$ cat src/hw/rtl/nkps_ram.sv
// ----------------------------------------------------------------------------
// nkps_ram
// Generic single-write, single-read RAM with registered read data.
// ----------------------------------------------------------------------------
module nkps_ram #(
  parameter int WIDTH = 8,
  parameter int DEPTH = 16
) (
  input  logic                     clk,
  input  logic                     we,
  input  logic [$clog2(DEPTH)-1:0] waddr,
  input  logic [WIDTH-1:0]         wdata,
  input  logic                     re,
  input  logic [$clog2(DEPTH)-1:0] raddr,
  output logic [WIDTH-1:0]         rdata
);

  logic [WIDTH-1:0] mem [DEPTH];
  logic [WIDTH-1:0] rdata_r;

  // write port
  always_ff @(posedge clk) begin
    if (we) begin
      mem[waddr] <= wdata;
    end
  end

  // registered read port, holds while not enabled
  always_ff @(posedge clk) begin
    if (re) begin
      rdata_r <= mem[raddr];
    end
  end

  assign rdata = rdata_r;

endmodule

$ cat config.mk
export PLATFORM = sky130hd
export DESIGN_NAME = nkps_ram
export DESIGN_NICKNAME = d
export VERILOG_FILES = /design/src/hw/rtl/nkps_ram.sv
export SDC_FILE = /design/constraint.sdc
export NUM_CORES = 1
export LEC_CHECK = 0
export BUFFER_PORTS_ARGS = -buffer_cell sky130_fd_sc_hd__buf_2
export CAP_MARGIN = 25
export CORE_UTILIZATION = 55
export DETAILED_ROUTE_END_ITERATION = 8
export HOLD_SLACK_MARGIN = 0.02
export PLACE_DENSITY = 0.73
export RECOVER_POWER = 25
export SETUP_SLACK_MARGIN = 0.5
export SYNTH_ARGS = -nofsm -noshare
export SYNTH_HDL_FRONTEND = slang
export SYNTH_SLANG_ARGS = --single-unit
export TNS_END_PERCENT = 10
$ cat constraint.sdc
create_clock -name clk -period 4.1 [get_ports clk]
set_input_delay 0.41 -clock clk [delete_from_list [all_inputs] [get_ports clk]]
set_output_delay 0.41 -clock clk [all_outputs]
set_load 0.05 [all_outputs]
# Word level (Yosys, flattened, before mapping)
# Memories as Yosys holds them, arrays and structs flattened. A register that Yosys moved wholly into a read port is not among the register bits.
# Index checks and enable logic that the tools add are counted.
[totals] n_memories=1 ff_bits=0 ramBits=128 out_inout_bits=8 elab_cells=3 input_bits=19
[mem_list] name="mem" words=16 width=8 rd=1 rd_clocked_by_memory_dff=1 write_ports=1 line="18" source="logic [WIDTH-1:0] mem [DEPTH];"
[op_classes] mux=2
[op_table] op="1-bit two-way mux" count=2

# Logic depth before layout (Yosys ltp)
[logic_depth] ltp_word=2 ltp_mapped=5 ltp_nobuf=3

# Least setup slack after synthesis
# No wires, ideal clock.
[synth_path] kind="input to register" start="input port waddr[2]" end="memory mem[0][0] (enable)" t_required_ns=3.717 n_path_buf=0 t_arrival_ns=1.520 setup_ns=0.383 stages=2 slack_ns=2.197 path_cell_list="or3b_2 > nor3_1"
[synth_rtl] item="start: declaration" line="11" source="input logic [$clog2(DEPTH)-1:0] waddr,"
[synth_rtl] item="end: declaration" line="18"
# Straight into the memory's write port.

==> results_dict.tcl <==
set metrics [dict create \
    vias 2432 \
    crit_slowest_cell "mux4_1" \
    clock_path_buffers 2 \
    rows 35 \
    synth_top_area_share_pct 78.12 \
    wl_per_cell_um 24.22 \
    cts_root_buffer "clkbuf_8" \
    postRouteWirelength_um 9882 \
    p_int_uw 2660 \
    ys_ff_latch 136 \
    holdBufCountCts 0 \
    rsz0062_at_grt "no" \
    dr.pass1.iters 4 \
    clk_latency_ns 0.52 \
    overflow 0 \
    fp.dieArea_mm2 0.009898 \
    yosysUniqueCellTypes 18 \
    synth_top_flop_cell "edfxtp_1" \
    pwr_density_cell_mw_per_mm2 543.6 \
    grt_max_degree 33 \
    path_cells "buf_2 > buf_12 > mux4_1 > a22oi_1 > nand2_1" \
    worst_pin_slew_ns 1.041 \
    start_util_pct 56.57 \
    muxShareOfSynthArea_pct 14.79 \
    critical_path_class "in -> reg" \
    diodes 0 \
    postSynthAreaPerCell_um2 22.83 \
    setup_tns_ns 0 \
    post_cts_resized 0 \
    peakVddDrop_mv 0.3439 \
    setup_viol 0 \
    grt_pass1_wl_um 15010 \
    final_cells 408 \
    clock-sinks 136 \
    p_sw_share_pct 19.45 \
    synth_common_cells "edfxtp_1, mux4_2, a22oi_1" \
    slew_headroom_pct 30.36 \
    p_seq_share_pct 47.7 \
    grt_pass1_vias 2552 \
    synth_top_family_by_area "multiplexers" \
    syn_to_final_growth_pct 16.20 \
    switchingPower_uw 642.4 \
    slowest_delay_ns 0.59 \
    dp.cells 376 \
    clock.fmax_mhz 625.1 \
    core_mm2 0.009240 \
    finalClockSkew_ns 0.007638 \
    syn_inst 229 \
    critPathMaxFanout 29 \
    arrival_ns 1.87 \
    clkPwrFrac_pct 47.5 \
    drv_cap 0 \
    drtIter0Drc 230 \
    vias_per_cell 5.961 \
    gp_congestion 0.7705 \
    drv_slew 0 \
    timing.hold.ws_ns 0.2870 \
    synth_top_area_cell "edfxtp_1" \
    hp-class "in -> reg" \
    hold_viol 0 \
    h-tree-depth 4 \
    cp-start-kind "input pin" \
    drc 0 \
    power.leakage_uw 0.002006 \
    io_buffer_count 26 \
    antenna_found_initial 0 \
    synth-compound-area-share_pct 2.298 \
    synth-adder-area-share_pct 0 \
    post-cts-setup-buffer-count 0 \
    post-route-period-util_pct 39.02 \
    io_pins 27 \
    post-route-util_pct 65.74 \
    cts_tree "done" \
    worst_setup_path_end_kind "flop" \
    synth_area_mm2 0.005228 \
    required_ns 4.37 \
    yosys.area_share.xor_xnor_pct 0 \
    hpwlAfterDp_um 5769 \
    yosys.cell_count.top_type "edfxtp_1" \
    status "finished, final reports clean" \
    cpLargestDelayFamily "multiplexers" \
    numCtsBuffers 17 \
    synth-simple-area-share_pct 3.135 \
    placed_cell_area_mm2 0.005458 \
    synth.area.top_cells "edfxtp_1, mux4_2, mux4_1" \
    post-route-min-period_ns 1.600 \
    synthArstFlopShare_pct 0 \
    track_usage_pct 22.48 \
    ys_seq_area_share_pct 78.12 \
    die_h_um 99.49 \
    postLayoutCellArea_mm2 0.006075 \
    synth_edf_count 136 \
    clk_pin_slew_ns 0.06 \
    ant_nets 0 \
    synth.net_count 248 \
    nNetsFinal 286 \
    pwr-share-comb_pct 4.8 \
    drive_gt1_share_pct 24.73 \
    yosysWarningCount 0 \
    critPathBufInv 2 \
    die_w_um 99.49 \
]
cells by family after synthesis:
family,after synthesis
flip-flops,136
AND/OR/NAND/NOR,35
multiplexers,32
AO/OA/AOI/OAI,16
buffers and inverters,10
through the flow:
| stage | power (uW) | worst slack (ns) |
|---|---|---|
| floorplan | 1705 | 2.197 |
| CTS | 3308 | 2.090 |
| detailed placement | 1761 | 1.536 |
| finish | 3302 | 2.500 |
| global placement | 1757 | 1.539 |
| global route | 3389 | 2.442 |
power groups by stage:
| stage | registers (uW) | clock network, uW | logic (uW) |
|---|---|---|---|
| 3_5_place_dp | 1600 | 0 | 157 |
| 6_report | 1580 | 1570 | 159 |
| 3_3_place_gp | 1600 | 0 | 154 |
| 2_1_floorplan | 1630 | 0 | 79.1 |
| 4_1_cts | 1580 | 1570 | 158 |
| 5_1_grt | 1580 | 1640 | 170 |
flip-flops by register name, summed over array words and instances (netlist names):
name and cells:
rdata 8, mem 128
layout by cell type (no fill, tap or decap), types with 2 or more instances in the layout:
master / count
edfxtp_1: 136
buf_2: 20
mux4_2: 18
a22oi_1: 16
clkbuf_16: 16
mux4_1: 14
nor2_1: 13
nand2_1: 9
clkbuf_1: 9
bufinv_16: 5
clkinv_1: 3
nand3b_1: 2
nor3_2: 2
nand2b_1: 2
nor3_1: 2
clkinv_2: 2
buf_4: 2
area by class of cell:
class	instances	area, um2
Tap cell	129	161.4
Fill cell	572	3166
Multi-Input combinational cell	83	1067
Clock buffer	20	425.4
Timing Repair Buffer	29	157.7
Sequential cell	136	4084
Clock inverter	11	178.9
path summary, 6_finish.rpt:
kind	from	end	slack, ns	cells after the start
max reg2reg	mem[1][1]	rdata[1]	2.57	3
min	re	rdata[1]	0.29	1
max	raddr[0]	rdata[1]	2.50	5
min reg2reg	mem[14][3]	rdata[3]	0.75	3
per-layer routing:
layer	global-route usage [%]	vias up	part of all wire (%)	routed length [um]
li1	-	1060	-	-
met1	31.05	1240	41	4061
met2	34.03	118	49	4831
met3	5.271	14	8.2	812
met4	11.76	0	1.8	176
met5	0	-	0	0
No activity file was read; power rests on OpenSTA's default activity.
