## src/hw/rtl/nkps_pkg.sv

```systemverilog
// ----------------------------------------------------------------------------
// nkps_pkg
// Shared constants and types for the nearest-k point selector.
// ----------------------------------------------------------------------------
package nkps_pkg;

  // table and selection sizes
  localparam int MAX_ZONES     = 256;
  localparam int NEAREST_COUNT = 8;
  localparam int IDX_W         = $clog2(MAX_ZONES);
  localparam int K_W           = $clog2(NEAREST_COUNT);

  // field widths
  localparam int COORD_W = 20;
  localparam int FLAGS_W = 16;
  localparam int CFG_W   = 9;
  localparam int RANK_W  = 3;
  localparam int DIFF_W  = COORD_W + 1;
  localparam int SQ_W    = 2 * DIFF_W;
  localparam int DIST_W  = SQ_W + 2;

  // item function codes
  localparam logic FUNC_WRITE = 1'b0;
  localparam logic FUNC_QUERY = 1'b1;

  // one stored zone entry
  typedef struct packed {
    logic signed [COORD_W-1:0] base_x;
    logic signed [COORD_W-1:0] base_y;
    logic signed [COORD_W-1:0] base_z;
    logic signed [COORD_W-1:0] dest_x;
    logic signed [COORD_W-1:0] dest_y;
    logic signed [COORD_W-1:0] dest_z;
    logic signed [COORD_W-1:0] distance;
    logic [FLAGS_W-1:0]        flags;
  } zone_t;

  // candidate broadcast to every cell
  typedef struct packed {
    logic              vld;
    logic [DIST_W-1:0] sqd;
    logic [IDX_W-1:0]  idx;
  } cand_t;

  // contents of one cell, handed to the next cell
  typedef struct packed {
    logic              used;
    logic [DIST_W-1:0] sqd;
    logic [IDX_W-1:0]  idx;
  } slot_t;

endpackage

```

## src/hw/rtl/nkps_cell.sv

```systemverilog
// ----------------------------------------------------------------------------
// nkps_cell
// One slot of the sorted nearest list: insert here, shift from the
// neighbor, or hold.
// ----------------------------------------------------------------------------
module nkps_cell import nkps_pkg::*; (
  input  logic  clk,
  input  logic  rst_n,
  input  logic  clr,
  input  cand_t cand,
  input  logic  prev_ins,
  input  slot_t prev_slot,
  output logic  ins,
  output slot_t slot
);

  slot_t slot_r, slot_nxt;

  // candidate belongs at or before this slot
  assign ins = !slot_r.used || (cand.sqd < slot_r.sqd);

  // neighbor shift wins over local insert
  always_comb begin
    slot_nxt = slot_r;
    if (clr) begin
      slot_nxt = '0;
    end else if (cand.vld) begin
      if (prev_ins) begin
        slot_nxt = prev_slot;
      end else if (ins) begin
        slot_nxt.used = 1'b1;
        slot_nxt.sqd  = cand.sqd;
        slot_nxt.idx  = cand.idx;
      end
    end
  end

  always_ff @(posedge clk) begin
    if (!rst_n) begin
      slot_r <= '0;
    end else begin
      slot_r <= slot_nxt;
    end
  end

  assign slot = slot_r;

endmodule

```

## config.mk

```make
export PLATFORM = sky130hd
export DESIGN_NAME = nkps_cell
export DESIGN_NICKNAME = d
export VERILOG_FILES = /design/src/hw/rtl/nkps_pkg.sv /design/src/hw/rtl/nkps_cell.sv
export SDC_FILE = /design/constraint.sdc
export NUM_CORES = 1
export LEC_CHECK = 0
export ABC_CLOCK_PERIOD_IN_PS = 6200
export BUFFER_PORTS_ARGS = -buffer_cell sky130_fd_sc_hd__buf_4
export CELL_PAD_IN_SITES_DETAIL_PLACEMENT = 0
export CELL_PAD_IN_SITES_GLOBAL_PLACEMENT = 1
export CORE_UTILIZATION = 39
export CTS_BUF_LIST = sky130_fd_sc_hd__clkbuf_8
export DETAILED_ROUTE_END_ITERATION = 6
export PLACE_DENSITY_LB_ADDON = 0.1
export SLEW_MARGIN = 5
export SYNTH_ARGS = -nofsm -noshare
export SYNTH_HDL_FRONTEND = slang
export SYNTH_SLANG_ARGS = --single-unit
```

## constraint.sdc

```tcl
create_clock -name clk -period 6.2 [get_ports clk]
set_input_delay 0.62 -clock clk [delete_from_list [all_inputs] [get_ports clk]]
set_output_delay 0.62 -clock clk [all_outputs]
set_load 0.05 [all_outputs]
```

# ---- Yosys cells after proc, flatten, opt, wreduce, memory -nomap -nowiden
# Cells that the tools add are included.
dict set report word_totals {
  in_bits 110
  register_bits 53
  elab_cells 12
  output_inout_bits 54
}
dict set report classes {
  bitwise_logic 1
  mux 2
  n_reduce_logical 5
  magnitude_cmp 1
}
# operator n
set ops {}
lappend ops {{53-bit two-way mux} 2}
lappend ops {{44-bit less-than comparator} 1}
lappend ops {{2-bit AND reduction} 1}
lappend ops {{2-bit nonzero test} 1}
lappend ops {{2-bit OR reduction} 1}
lappend ops {{1-bit zero test} 1}
lappend ops {{1-bit logical OR} 1}
lappend ops {{1-bit NOT} 1}

# ---- Depth between registers and ports, before layout
dict set report depth {
  depth_word 4
  mapped_depth 11
  mapped_depth_nobuf 9
}

# ---- Least setup slack after synthesis
# No wires, ideal clock.
dict set report synth_timing {
  path_type {reg2out}
  startpoint {reg slot_r, in the netlist slot[30]}
  endpoint {out ins}
  setup_slack_ns 3.073
  t_required_ns 5.580
  t_arrival_ns 2.507
  path_buffers 0
  path_stages_with_launch 9
  cell_sequence {dfxtp_1 -> inv_1 -> ha_1 -> a21o_1 -> a221o_1 -> a221oi_2 -> o211ai_1 -> or2_1 -> nand2_1}
}
dict set report synth_via {
  elab_chain_cells 2
}
# element line_no
set synth_lines {}
lappend synth_lines {{start: declaration} nkps_cell.sv:17} ;# slot_t slot_r, slot_nxt;
lappend synth_lines {{start signal: assignment} nkps_cell.sv:42} ;# slot_r <= slot_nxt;
lappend synth_lines {{44-bit less-than comparator} nkps_cell.sv:20} ;# assign ins = !slot_r.used || (cand.sqd < slot_r.sqd);
lappend synth_lines {{1-bit logical OR} nkps_cell.sv:20}
lappend synth_lines {{end: declaration} nkps_cell.sv:13} ;# output logic ins,
# Every way passes these cells.

# ---- Worst setup path after layout
dict set report layout_timing {
  startpoint {reg slot_r, in the netlist slot[47]}
  endpoint {reg slot_r, in the netlist slot[9]}
}
dict set report layout_via {
  elab_chain_cells 4
}
# element line_no
set layout_lines {}
lappend layout_lines {{44-bit less-than comparator} nkps_cell.sv:20}
lappend layout_lines {{1-bit logical OR} nkps_cell.sv:20}
lappend layout_lines {{2-bit nonzero test (no line)} -}
lappend layout_lines {{2-bit AND reduction (no line)} -}
# Every way passes these cells.
# A chain may end at the register's enable or synchronous reset.

==> summary.md <==
| Metric | Value |
|---|---|
| Buffers on Ports | `163` |
| Register area | `1060 um^2` |
| Post-synth top area share | `0.290` |
| Critical path peak fanout | `28` |
| Cell row count | `35` |
| Synth area leader | `dfxtp_1` |
| Total grt overflow | `0` |
| Status | `finished, final reports clean` |
| Die width | `98.9 um` |
| # setup viols final | `0` |
| Kind of critical path | `register to register` |
| Max stage delay on crit path | `0.47 ns` |
| Area of the multi-input gates | `2260 um^2` |
| TritonCTS clock tree | `done` |
| Least-Margin Pin Slew | `1.13 ns` |
| H-tree depth | `2` |
| Initial Utilization | `0.400` |
| Syn_nets | `522` |
| Ordered cell list for the critical path | `inv_1 -> ha_1 -> nand4_1 -> nor4_1 -> nand4_1 -> a311oi_1 -> o211a_1 -> o21bai_4 -> buf_4 -> o2bb2ai_1` |
| Post-synth ARST share | `0` |
| Pre-CTS WS | `2.61 ns` |
| Setup Buffers After CTS | `0` |
| Clock skew | `0.00942 ns` |
| Root buf cell | `clkbuf_8` |
| Final Hold Vio Count | `0` |
| Die ar. | `9790 um^2` |
| Filler instances | `867` |
| Sink Count | `53` |
| Cts repair resizes | `0` |
| Clock transition at the registers of the reported paths | `0.10 ns` |
| Ratio of cells with drive above 1 in the final layout | `0.403` |
| # diodes | `0` |
| Avg WL per Cell | `14.4 um` |
| Dominant synthesized flop cell | `dfxtp_1` |
| Initial antenna violation count | `0` |
| Routability congestion estimate from global placement | `0.717` |
| Synth unique cells | `37` |
| Layout Nets | `674` |
| Pwr Total | `0.828 mW` |
| Vias/cell | `5.13` |
| Post-route setup slack | `2.94 ns` |
| Part of the Yosys area used for sequential elements | `0.290` |
| Req. time, crit path | `6.43 ns` |
| Clock Tree Buf Depth | `2` |
| Max Freq | `0.307 GHz` |
| Hold_buf cts | `0` |
| Skew-Pair Late Insertion Delay | `0.31 ns` |
| P_leak | `2.28 nW` |
| DPL Wire Length | `6.88 mm` |
| Period utilization | `0.526` |
| Yosys reg bits | `53` |
| Overall die height | `98.9 um` |
| Max FFs per register | `53` |
| EDFF count, synth | `0` |
| CP Capture Type | `register` |
| Synth area leaders | `dfxtp_1, ha_1, mux2i_1` |
| Synthesized area per cell | `9.93 um^2` |
| GRT Util Overall | `0.185` |
| Initial drt markers | `58` |
| Crit-path most repeated cell | `nand4_1` |
| Post-route setup TNS | `0 ns` |
| Warnings from Yosys | `0` |
| Largest net degree at the start of global routing | `55` |
| CP max stage cell | `buf_4` |
| Slew margin rel. | `0.246` |
| # IOs | `164` |
| Minimum clock period | `3.26 ns` |
| CP Data Arrival Time | `3.49 ns` |
| MaxCap Viol Count | `0` |
| Power Dens Cells | `167 nW/um^2` |
| Slew Viols, Final | `0` |
| CTS buffer count | `5` |
| Most frequent cells after synthesis | `dfxtp_1, inv_1, mux2i_1` |
| CORE AREA | `9150 um^2` |
| Max VDD drop | `80.0 uV` |
| Hold Crit Class | `register to register` |
| Fin util | `0.541` |
| Worst Setup Start Kind | `register` |
| # DRC | `0` |
| Cell area after synthesis | `3660 um^2` |
| RSZ-0062 raised after global routing | `no` |
| Pre-antenna DRT Iters | `4` |
| Routed wire length | `9.08 mm` |
| First-pass GRT wire length | `14.8 mm` |
| Most frequent cell after synthesis | `dfxtp_1` |
| Antenna-violating nets left | `0` |
| Area grow syn2layout | `35.2%` |
| Vias | `3243` |
| Number of global-route vias before repair | `3041` |
| Post-Syn Instances | `369` |
## critical path, delay by kind of cell, from the launching register on
kind,cells,cell delay [ns]
flip-flops,1,0.39
AND/OR/NAND/NOR,3,0.73
AO/OA/AOI/OAI,4,1.23
buffers and inverters,2,0.53
adder cells (fa/ha/maj),1,0.31
## metrics by stage
step,instances,hold WS [ns],instance area [um^2]
after global placement,625,0.473,4870
after detailed placement,625,0.476,4870
after floorplan,369,0.709,3660
after global routing,632,0.505,4950
after CTS,632,0.493,4950
final,632,0.490,4950
## metal layers
layer  vias up  track usage  share of wire
met5         -            0              0
met4         0       0.0436         0.0086
met3         7       0.0390          0.061
met2        98        0.317           0.47
met1      1482        0.237           0.46
li1       1656            -              -
## logic make-up (layout without fill, tap and decap cells)
group                    after synthesis  in the layout  share of synthesized area
adder cells (fa/ha/maj)               43             43                      0.147
AO/OA/AOI/OAI                        100            100                      0.248
AND/OR/NAND/NOR                       56             56                     0.0785
flip-flops                            53             53                      0.290
buffers and inverters                 65            217                     0.0929
multiplexers                          52             52                      0.145
## where the power goes
part	total, mW	switching (mW)	internal [mW]	leakage, nW
registers	0.367	0.0122	0.354	0.432
logic	0.257	0.139	0.118	1.80
clock network	0.204	0.117	0.0875	0.0485
total	0.828	0.268	0.560	2.28
## cells in the final DEF (no fill, tap or decap), drive strengths merged
cell | synthesis | layout
nand2 | 15 | 15
inv | 46 | 47
or2 | 1 | 1
mux2i | 44 | 44
o22ai | 1 | 1
nor2b | 11 | 11
o21bai | 1 | 1
and2 | 1 | 1
a311oi | 1 | 1
a21o | 3 | 3
o211a | 1 | 1
nand4 | 6 | 6
o2bb2ai | 44 | 44
o21ai | 9 | 9
nor4 | 2 | 2
and4 | 3 | 3
and3 | 1 | 1
a21oi | 24 | 24
a221o | 11 | 11
nor2 | 12 | 12
ha | 43 | 43
nor3 | 2 | 2
a22oi | 1 | 1
dfxtp | 53 | 53
clkbuf | 3 | 6
o211ai | 1 | 1
mux2 | 8 | 8
a221oi | 1 | 1
nand3 | 1 | 1
buf | 15 | 164
nand2b | 1 | 1
a211oi | 2 | 2
## final timing paths
kind                         startpoint  depth (start not counted)  slack, ns                    end
hold / removal    slot[37]$_SDFFE_PP0P_                          1       0.49  slot[37]$_SDFFE_PP0P_
setup reg to reg  slot[47]$_SDFFE_PP0P_                         10       2.94   slot[9]$_SDFFE_PP0P_
hold reg to reg   slot[37]$_SDFFE_PP0P_                          1       0.49  slot[37]$_SDFFE_PP0P_
setup / recovery  slot[47]$_SDFFE_PP0P_                         10       2.94   slot[9]$_SDFFE_PP0P_
## cell type report
type                    instances  share of cell area
clock inverters                 1            0.000758
clock buffers                   6              0.0167
repair buffers                164               0.248
flip-flops and latches         53               0.214
multi-input cells             251               0.457
inverters                      46              0.0348
well taps                     111              0.0280
No activity file was read; power rests on OpenSTA's default activity.
