$ cat src/hw/rtl/nkps_pkg.sv
// ----------------------------------------------------------------------------
// nkps_pkg
// Shared constants and types for the nearest-k point selector.
// ----------------------------------------------------------------------------
package nkps_pkg;

  // table and selection sizes
  localparam int MAX_ZONES     = 256;
  localparam int NEAREST_COUNT = 8;
  localparam int IDX_W         = $clog2(MAX_ZONES);
  localparam int K_W           = $clog2(NEAREST_COUNT);

  // field widths
  localparam int COORD_W = 20;
  localparam int FLAGS_W = 16;
  localparam int CFG_W   = 9;
  localparam int RANK_W  = 3;
  localparam int DIFF_W  = COORD_W + 1;
  localparam int SQ_W    = 2 * DIFF_W;
  localparam int DIST_W  = SQ_W + 2;

  // item function codes
  localparam logic FUNC_WRITE = 1'b0;
  localparam logic FUNC_QUERY = 1'b1;

  // one stored zone entry
  typedef struct packed {
    logic signed [COORD_W-1:0] base_x;
    logic signed [COORD_W-1:0] base_y;
    logic signed [COORD_W-1:0] base_z;
    logic signed [COORD_W-1:0] dest_x;
    logic signed [COORD_W-1:0] dest_y;
    logic signed [COORD_W-1:0] dest_z;
    logic signed [COORD_W-1:0] distance;
    logic [FLAGS_W-1:0]        flags;
  } zone_t;

  // candidate broadcast to every cell
  typedef struct packed {
    logic              vld;
    logic [DIST_W-1:0] sqd;
    logic [IDX_W-1:0]  idx;
  } cand_t;

  // contents of one cell, handed to the next cell
  typedef struct packed {
    logic              used;
    logic [DIST_W-1:0] sqd;
    logic [IDX_W-1:0]  idx;
  } slot_t;

endpackage

$ cat src/hw/rtl/nkps_sqdist.sv
// ----------------------------------------------------------------------------
// nkps_sqdist
// Two-stage squared distance unit: per-axis squares, then their sum.
// ----------------------------------------------------------------------------
module nkps_sqdist import nkps_pkg::*; (
  input  logic                      clk,
  input  logic                      rst_n,
  input  logic                      vld_in,
  input  logic [IDX_W-1:0]          idx_in,
  input  zone_t                     zone,
  input  logic signed [COORD_W-1:0] qx,
  input  logic signed [COORD_W-1:0] qy,
  input  logic signed [COORD_W-1:0] qz,
  output cand_t                     cand,
  output logic                      busy
);

  // square of the difference of two coordinates
  function automatic logic [SQ_W-1:0] sq_diff(
    input logic signed [COORD_W-1:0] a,
    input logic signed [COORD_W-1:0] b
  );
    logic signed [DIFF_W-1:0] d;
    logic [DIFF_W-1:0]        m;
    d = DIFF_W'(a) - DIFF_W'(b);
    m = d[DIFF_W-1] ? DIFF_W'(-d) : DIFF_W'(d);
    return SQ_W'(m) * SQ_W'(m);
  endfunction

  logic              s1_vld_r;
  logic [IDX_W-1:0]  s1_idx_r;
  logic [SQ_W-1:0]   sq_x_r, sq_y_r, sq_z_r;
  cand_t             cand_r;

  // stage one: squares per axis
  always_ff @(posedge clk) begin
    if (!rst_n) begin
      s1_vld_r <= 1'b0;
    end else begin
      s1_vld_r <= vld_in;
    end
    s1_idx_r <= idx_in;
    sq_x_r   <= sq_diff(zone.base_x, qx);
    sq_y_r   <= sq_diff(zone.base_y, qy);
    sq_z_r   <= sq_diff(zone.base_z, qz);
  end

  // stage two: sum of the three squares
  always_ff @(posedge clk) begin
    if (!rst_n) begin
      cand_r.vld <= 1'b0;
    end else begin
      cand_r.vld <= s1_vld_r;
    end
    cand_r.idx <= s1_idx_r;
    cand_r.sqd <= DIST_W'(sq_x_r) + DIST_W'(sq_y_r) + DIST_W'(sq_z_r);
  end

  assign cand = cand_r;
  assign busy = s1_vld_r | cand_r.vld;

endmodule

$ cat config.mk
export PLATFORM = sky130hd
export DESIGN_NAME = nkps_sqdist
export DESIGN_NICKNAME = d
export VERILOG_FILES = /design/src/hw/rtl/nkps_pkg.sv /design/src/hw/rtl/nkps_sqdist.sv
export SDC_FILE = /design/constraint.sdc
export NUM_CORES = 2
export LEC_CHECK = 0
export ABC_CLOCK_PERIOD_IN_PS = 33200
export CORE_MARGIN = 5
export CORE_UTILIZATION = 40
export CTS_CLUSTER_DIAMETER = 40
export CTS_CLUSTER_SIZE = 8
export DETAILED_ROUTE_END_ITERATION = 6
export DONT_BUFFER_PORTS = 1
export SLEW_MARGIN = 20
export SYNTH_ARGS = -nofsm -noshare
export SYNTH_HDL_FRONTEND = slang
export SYNTH_SLANG_ARGS = --single-unit
$ cat constraint.sdc
create_clock -name clk -period 33.2 [get_ports clk]
set_input_delay 8.3 -clock clk [delete_from_list [all_inputs] [get_ports clk]]
set_output_delay 8.3 -clock clk [all_outputs]
set_load 0.1 [all_outputs]
# Yosys cells after proc, flatten, opt, wreduce, memory -nomap -nowiden
# Cells that the tools add are included.
# Widths: inputs -> output; s select.
# word_totals
wordCells	23
ff_bits	188
inputBits	227
output_inout_bits	54
# classes
mul	3
bitwise_logic	1
n_addsub	8
n_mux	3
# op_table
operator	n
$mul 21x21->42	3
$mux 21	3
$neg 21->21	3
$sub 20x20->21	3
$add 43x42->44	1
$add 42x42->43	1
$or 1x1->1	1

# Logic depth before layout (Yosys ltp)
# logic_depth
ltp_word	4
depth_mapped	42
depth_no_buf	40

# Least setup slack after synthesis
# Ideal clock, no wire load.
# synth_timing
path_type	input to register
from	input zone[136] (netlist bit)
to	register sq_x_r[39]
path_slack_ns	15.583
arrival_ns	17.545
cell_stages	40
n_path_buf	3
setup_time_ns	0.072
required_ns	33.128
cell_sequence	inv_1 -> ha_1 -> fa_1 -> nand2b_1 -> a21boi_0 -> o21a_1 -> clkbuf_1 -> o211ai_1 -> a21oi_1 -> o2111ai_1 -> a41oi_1 -> buf_2 -> or2_2 -> xnor2_1 -> clkinv_1 -> nor2_1 -> inv_1 -> fa_1 -> (+4 left out) -> inv_1 -> fa_1 -> fa_1 -> inv_1 -> fa_1 -> inv_1 -> fa_1 -> ha_1 -> clkbuf_1 -> a211o_1 -> o31ai_1 -> a31oi_1 -> a21oi_1 -> nor2_1 -> o41ai_1 -> o2111ai_1 -> a21oi_1 -> xnor2_1
# synth_via
elab_chain_len	4
# synth_rtl
element	line	source
start, declared	nkps_sqdist.sv:10	input zone_t zone,
$sub 20x20->21 *	nkps_sqdist.sv:25	d = DIFF_W'(a) - DIFF_W'(b);
$neg 21->21	nkps_sqdist.sv:26	m = d[DIFF_W-1] ? DIFF_W'(-d) : DIFF_W'(d);
$mux 21 *	nkps_sqdist.sv:26	
$mul 21x21->42 *	nkps_sqdist.sv:27	return SQ_W'(m) * SQ_W'(m);
end signal, assigned	nkps_sqdist.sv:43	sq_x_r <= sq_diff(zone.base_x, qx);
end, declared	nkps_sqdist.sv:32	logic [SQ_W-1:0] sq_x_r, sq_y_r, sq_z_r;
# Mark *: on every way between the ends. The rest lies on a longest branch, timed or not.
# A chain may end at the register's enable or synchronous reset.

# Final worst setup path
# layout_timing
from	input qy[2]
to	register sq_y_r[40]
# layout_via
elab_chain_len	4
# layout_rtl
element	line	source
start, declared	nkps_sqdist.sv:12	input logic signed [COORD_W-1:0] qy,
$sub 20x20->21 *	nkps_sqdist.sv:25	
$neg 21->21	nkps_sqdist.sv:26	
$mux 21 *	nkps_sqdist.sv:26	
$mul 21x21->42 *	nkps_sqdist.sv:27	
end signal, assigned	nkps_sqdist.sv:44	sq_y_r <= sq_diff(zone.base_y, qy);
end, declared	nkps_sqdist.sv:32	
# Marked as above.

==> qor.csv <==
stage,metric,value,unit
worst_setup_path,Critical Path Start Type,input pin,
yosys,warnings from Yosys,0,
yosys,most used flip-flop cell after synthesis,dfxtp_1,
clock_network,CTS Sinks,185,
floorplan,core area,0.118,mm2
placement,HPWL Detailed,97.9,mm
yosys,"Distinct cells, synth",92,
timing,RSZ-0062 raised after global routing,no,
finish,share of layout cells above drive strength 1,3.12,%
yosys,"FFs w/ async S/R, synth",0,%
worst_hold_path,hold_sp,s1_idx_r[2],
placement,Final Wtd Congestion,0.915,
yosys,Synth Area per Inst,9.09,um2
timing,clock skew,0.0146,ns
timing,"Setup violations, final",0,
worst_setup_path,CP Launch Point,qy[2],
floorplan,Die Span Y,354,um
clock_network,Worst-path clk slew,0.08,ns
finish,Synth-to-Final Area Change,5.89,%
routing,total wire length,116,mm
placement,I/O Buffers,0,
clock_network,setup bufs post-CTS,0,
routing,Final ANT Viol Nets,0,
floorplan,row count,126,
worst_hold_path,WHS Path Cells,0,
clock_network,cts hold-fix bufs,0,
clock_network,clock latency on the worst-skew pair,0.49,ns
yosys,post-synthesis mux area share,0.179,%
timing,final setup margin,13.83,ns
timing,max_slew headroom,25.1,%
global_route,remaining global-route overflow,0,
worst_hold_path,Worst Hold Path EP,cand[2],
timing,Hold WS,0.331,ns
yosys,"EDFF count, synth",0,
run,max_cap viols,0,
worst_setup_path,Most Frequent Cell on Critical Path,fa_1,
timing,Setup TNS,0,ns
worst_setup_path,critical path class,input pin to register,
worst_setup_path,CP arrival,19.66,ns
clock_network,CTS Root Cell,clkbuf_16,
routing,1st-iter DRT viols,1996,
worst_setup_path,Reg2Reg Depth,14,
yosys,post-synthesis sequential area ratio,7.81,%
global_route,largest net degree at the start of global routing,26,
worst_setup_path,Crit Reg-Reg Startpoint,sq_z_r[6],
timing,"Slew Viols, Final",0,
routing,DR vias/cell,5.02,
global_route,Total GRT Usage,18.9,%
timing,final worst path period need,19.37,ns
finish,Nets,6967,
worst_setup_path,flop-to-flop setup slack,28.77,ns
floorplan,die area,0.126,mm2
timing,Final Hold Fails,0,
yosys,main combinational cell family by area after synthesis,adder cells,
floorplan,Starting Density,40.2,%
clock_network,CTS Buffer Depth,2,
yosys,"Cell Area, Synth",0.0474,mm2
routing,Via Count,34000,
worst_setup_path,Setup crit end kind,register,
status,outcome,"finished, final reports clean",
clock_network,CTS tree,done,
routing,DRC,0,
clock_network,# H-tree levels,4,
worst_setup_path,slowest CP cell,a21oi_1,
worst_setup_path,"slowest stage delay, CP",0.88,ns
placement,pre-CTS setup slack,13.26,ns
finish,"commonest cells after routing, fill and taps aside","1,264 x inv_1, 976 x fa_1, 547 x ha_1",
global_route,initial antenna violation count,0,
floorplan,Die Wd,354,um
routing,WL/cell,17.1,um
global_route,vias in the first global route,36300,
worst_setup_path,critical path peak fanout,15,
global_route,first-pass GRT wire length,190,mm
clock_network,CTS resizes,0,
finish,"commonest non-fill, non-tap cell in the layout",inv_1,
yosys,Cells after Synth,5215,
clock_network,CTS buffer count,17,
yosys,fraction of synthesized cell area in xor and xnor cells,4.76,%
routing,DRT Pass-1 Iters,5,
yosys,post-synthesis simple-gate area fraction,11.4,%
floorplan,number of top-level pins,281,
yosys,#FFs+latches synth,185,
worst_hold_path,Hold WC Path Type,register to register,
timing,Achievable Freq,51.6,MHz
yosys,complex-gate fraction of the synthesized area,9.06,%
timing,Final period util,58.3,%
worst_setup_path,critical path required time,33.49,ns
worst_setup_path,FF-to-FF End,cand[51],
yosys,post-synthesis adder-cell area fraction,55.7,%
timing,Worst Tran Pin Value,1.12,ns
## sequential cells by signal, summed over array words and instances, names as in the netlist
register and count:
cand 53, s1_idx_r 8, s1_vld_r 1, sq_x_r 41, sq_y_r 41, sq_z_r 41
## critical path, delay by kind of cell
kind | cells | cell delay [ns]
adders and majority gates | 9 | 3.99
and+or+nand+nor | 3 | 0.65
xor gates and xnor gates | 1 | 0.06
buffers and inverters | 6 | 0.97
AOI/OAI and AO/OA | 18 | 5.68
## worst max-delay path by stage
stage | to | depth (start not counted)
after floorplan | sq_x_r[39] | 40
after global placement | sq_x_r[39] | 35
after detailed placement | sq_x_r[39] | 35
after CTS | sq_x_r[39] | 35
after global routing | sq_x_r[39] | 37
final | sq_y_r[40] | 37
## cell type report
type / instances / area, um2
Antenna cell: 2 / 5.00
Clock buffer: 17 / 425
Clock inverter: 15 / 203
Fill cell: 11700 / 67700
Inverter: 1281 / 4810
Multi-Input combinational cell: 3680 / 38700
Sequential cell: 185 / 3700
Tap cell: 1536 / 1920
Timing Repair Buffer: 52 / 390
## layer usage
layer	global-route usage (%)	wire length [um]	vias up
li1	-	-	16100
met1	25.7	50600	17000
met2	31.3	54800	842
met3	3.63	7360	156
met4	4.26	2810	0
met5	0	0	-
## synthesized netlist by cell type, types with 6 or more instances
master,count,area [um2]
clkinv_1,11,41.3
xor2_1,90,788
o21bai_1,20,150
buf_1,8,30.0
or2_2,23,144
a211o_1,7,61.3
nor2b_1,35,219
nor2_1,418,1570
a21o_1,100,751
o21ai_0,96,480
ha_1,547,6840
nor4_1,9,56.3
buf_2,9,45.0
a21oi_1,185,926
nand4_1,20,125
and2_1,25,156
o21ai_1,6,30.0
nand2_1,429,1610
o31a_1,11,96.3
a2111oi_0,8,70.1
or3_1,22,138
a31oi_1,24,150
o311ai_0,6,52.6
a31o_2,6,52.6
nand3_1,45,225
xnor2_1,164,1440
nor3_1,48,240
and4_1,10,87.6
fa_1,976,19500
a211oi_1,28,210
clkbuf_1,100,375
dfxtp_1,185,3700
o21a_1,31,233
o2111ai_1,9,78.8
inv_1,1264,4740
and3_1,20,125
inv_2,6,22.5
o211ai_1,19,143
o31ai_1,23,173
nor4b_1,7,61.3
nand2b_1,58,363
a21boi_0,8,60.1
## cell families (layout without fill, tap and decap cells)
logic type | count (synthesis) | in the layout
AO/OA/AOI/OAI | 643 | 643
XOR/XNOR | 256 | 256
adder cells (fa/ha/maj) | 1523 | 1523
buffers and inverters | 1399 | 1365
flip-flops | 185 | 185
multiplexers | 8 | 8
other | 2 | 53
AND/OR/NAND/NOR | 1199 | 1199
## per-stage QoR
stage / cells / utilization, % / instance area (um2)
after floorplan: 5264 / - / 47600
after global placement: 6734 / 42.0 / 49500
after detailed placement: 6734 / 42.0 / 49600
after CTS: 6766 / 42.6 / 50200
after global routing: 6766 / 42.6 / 50200
final: 6768 / 42.6 / 50200
Power is left out: the tool's default activity adds up to more than one toggle a clock period on the data nets, which glitch-free logic cannot reach.
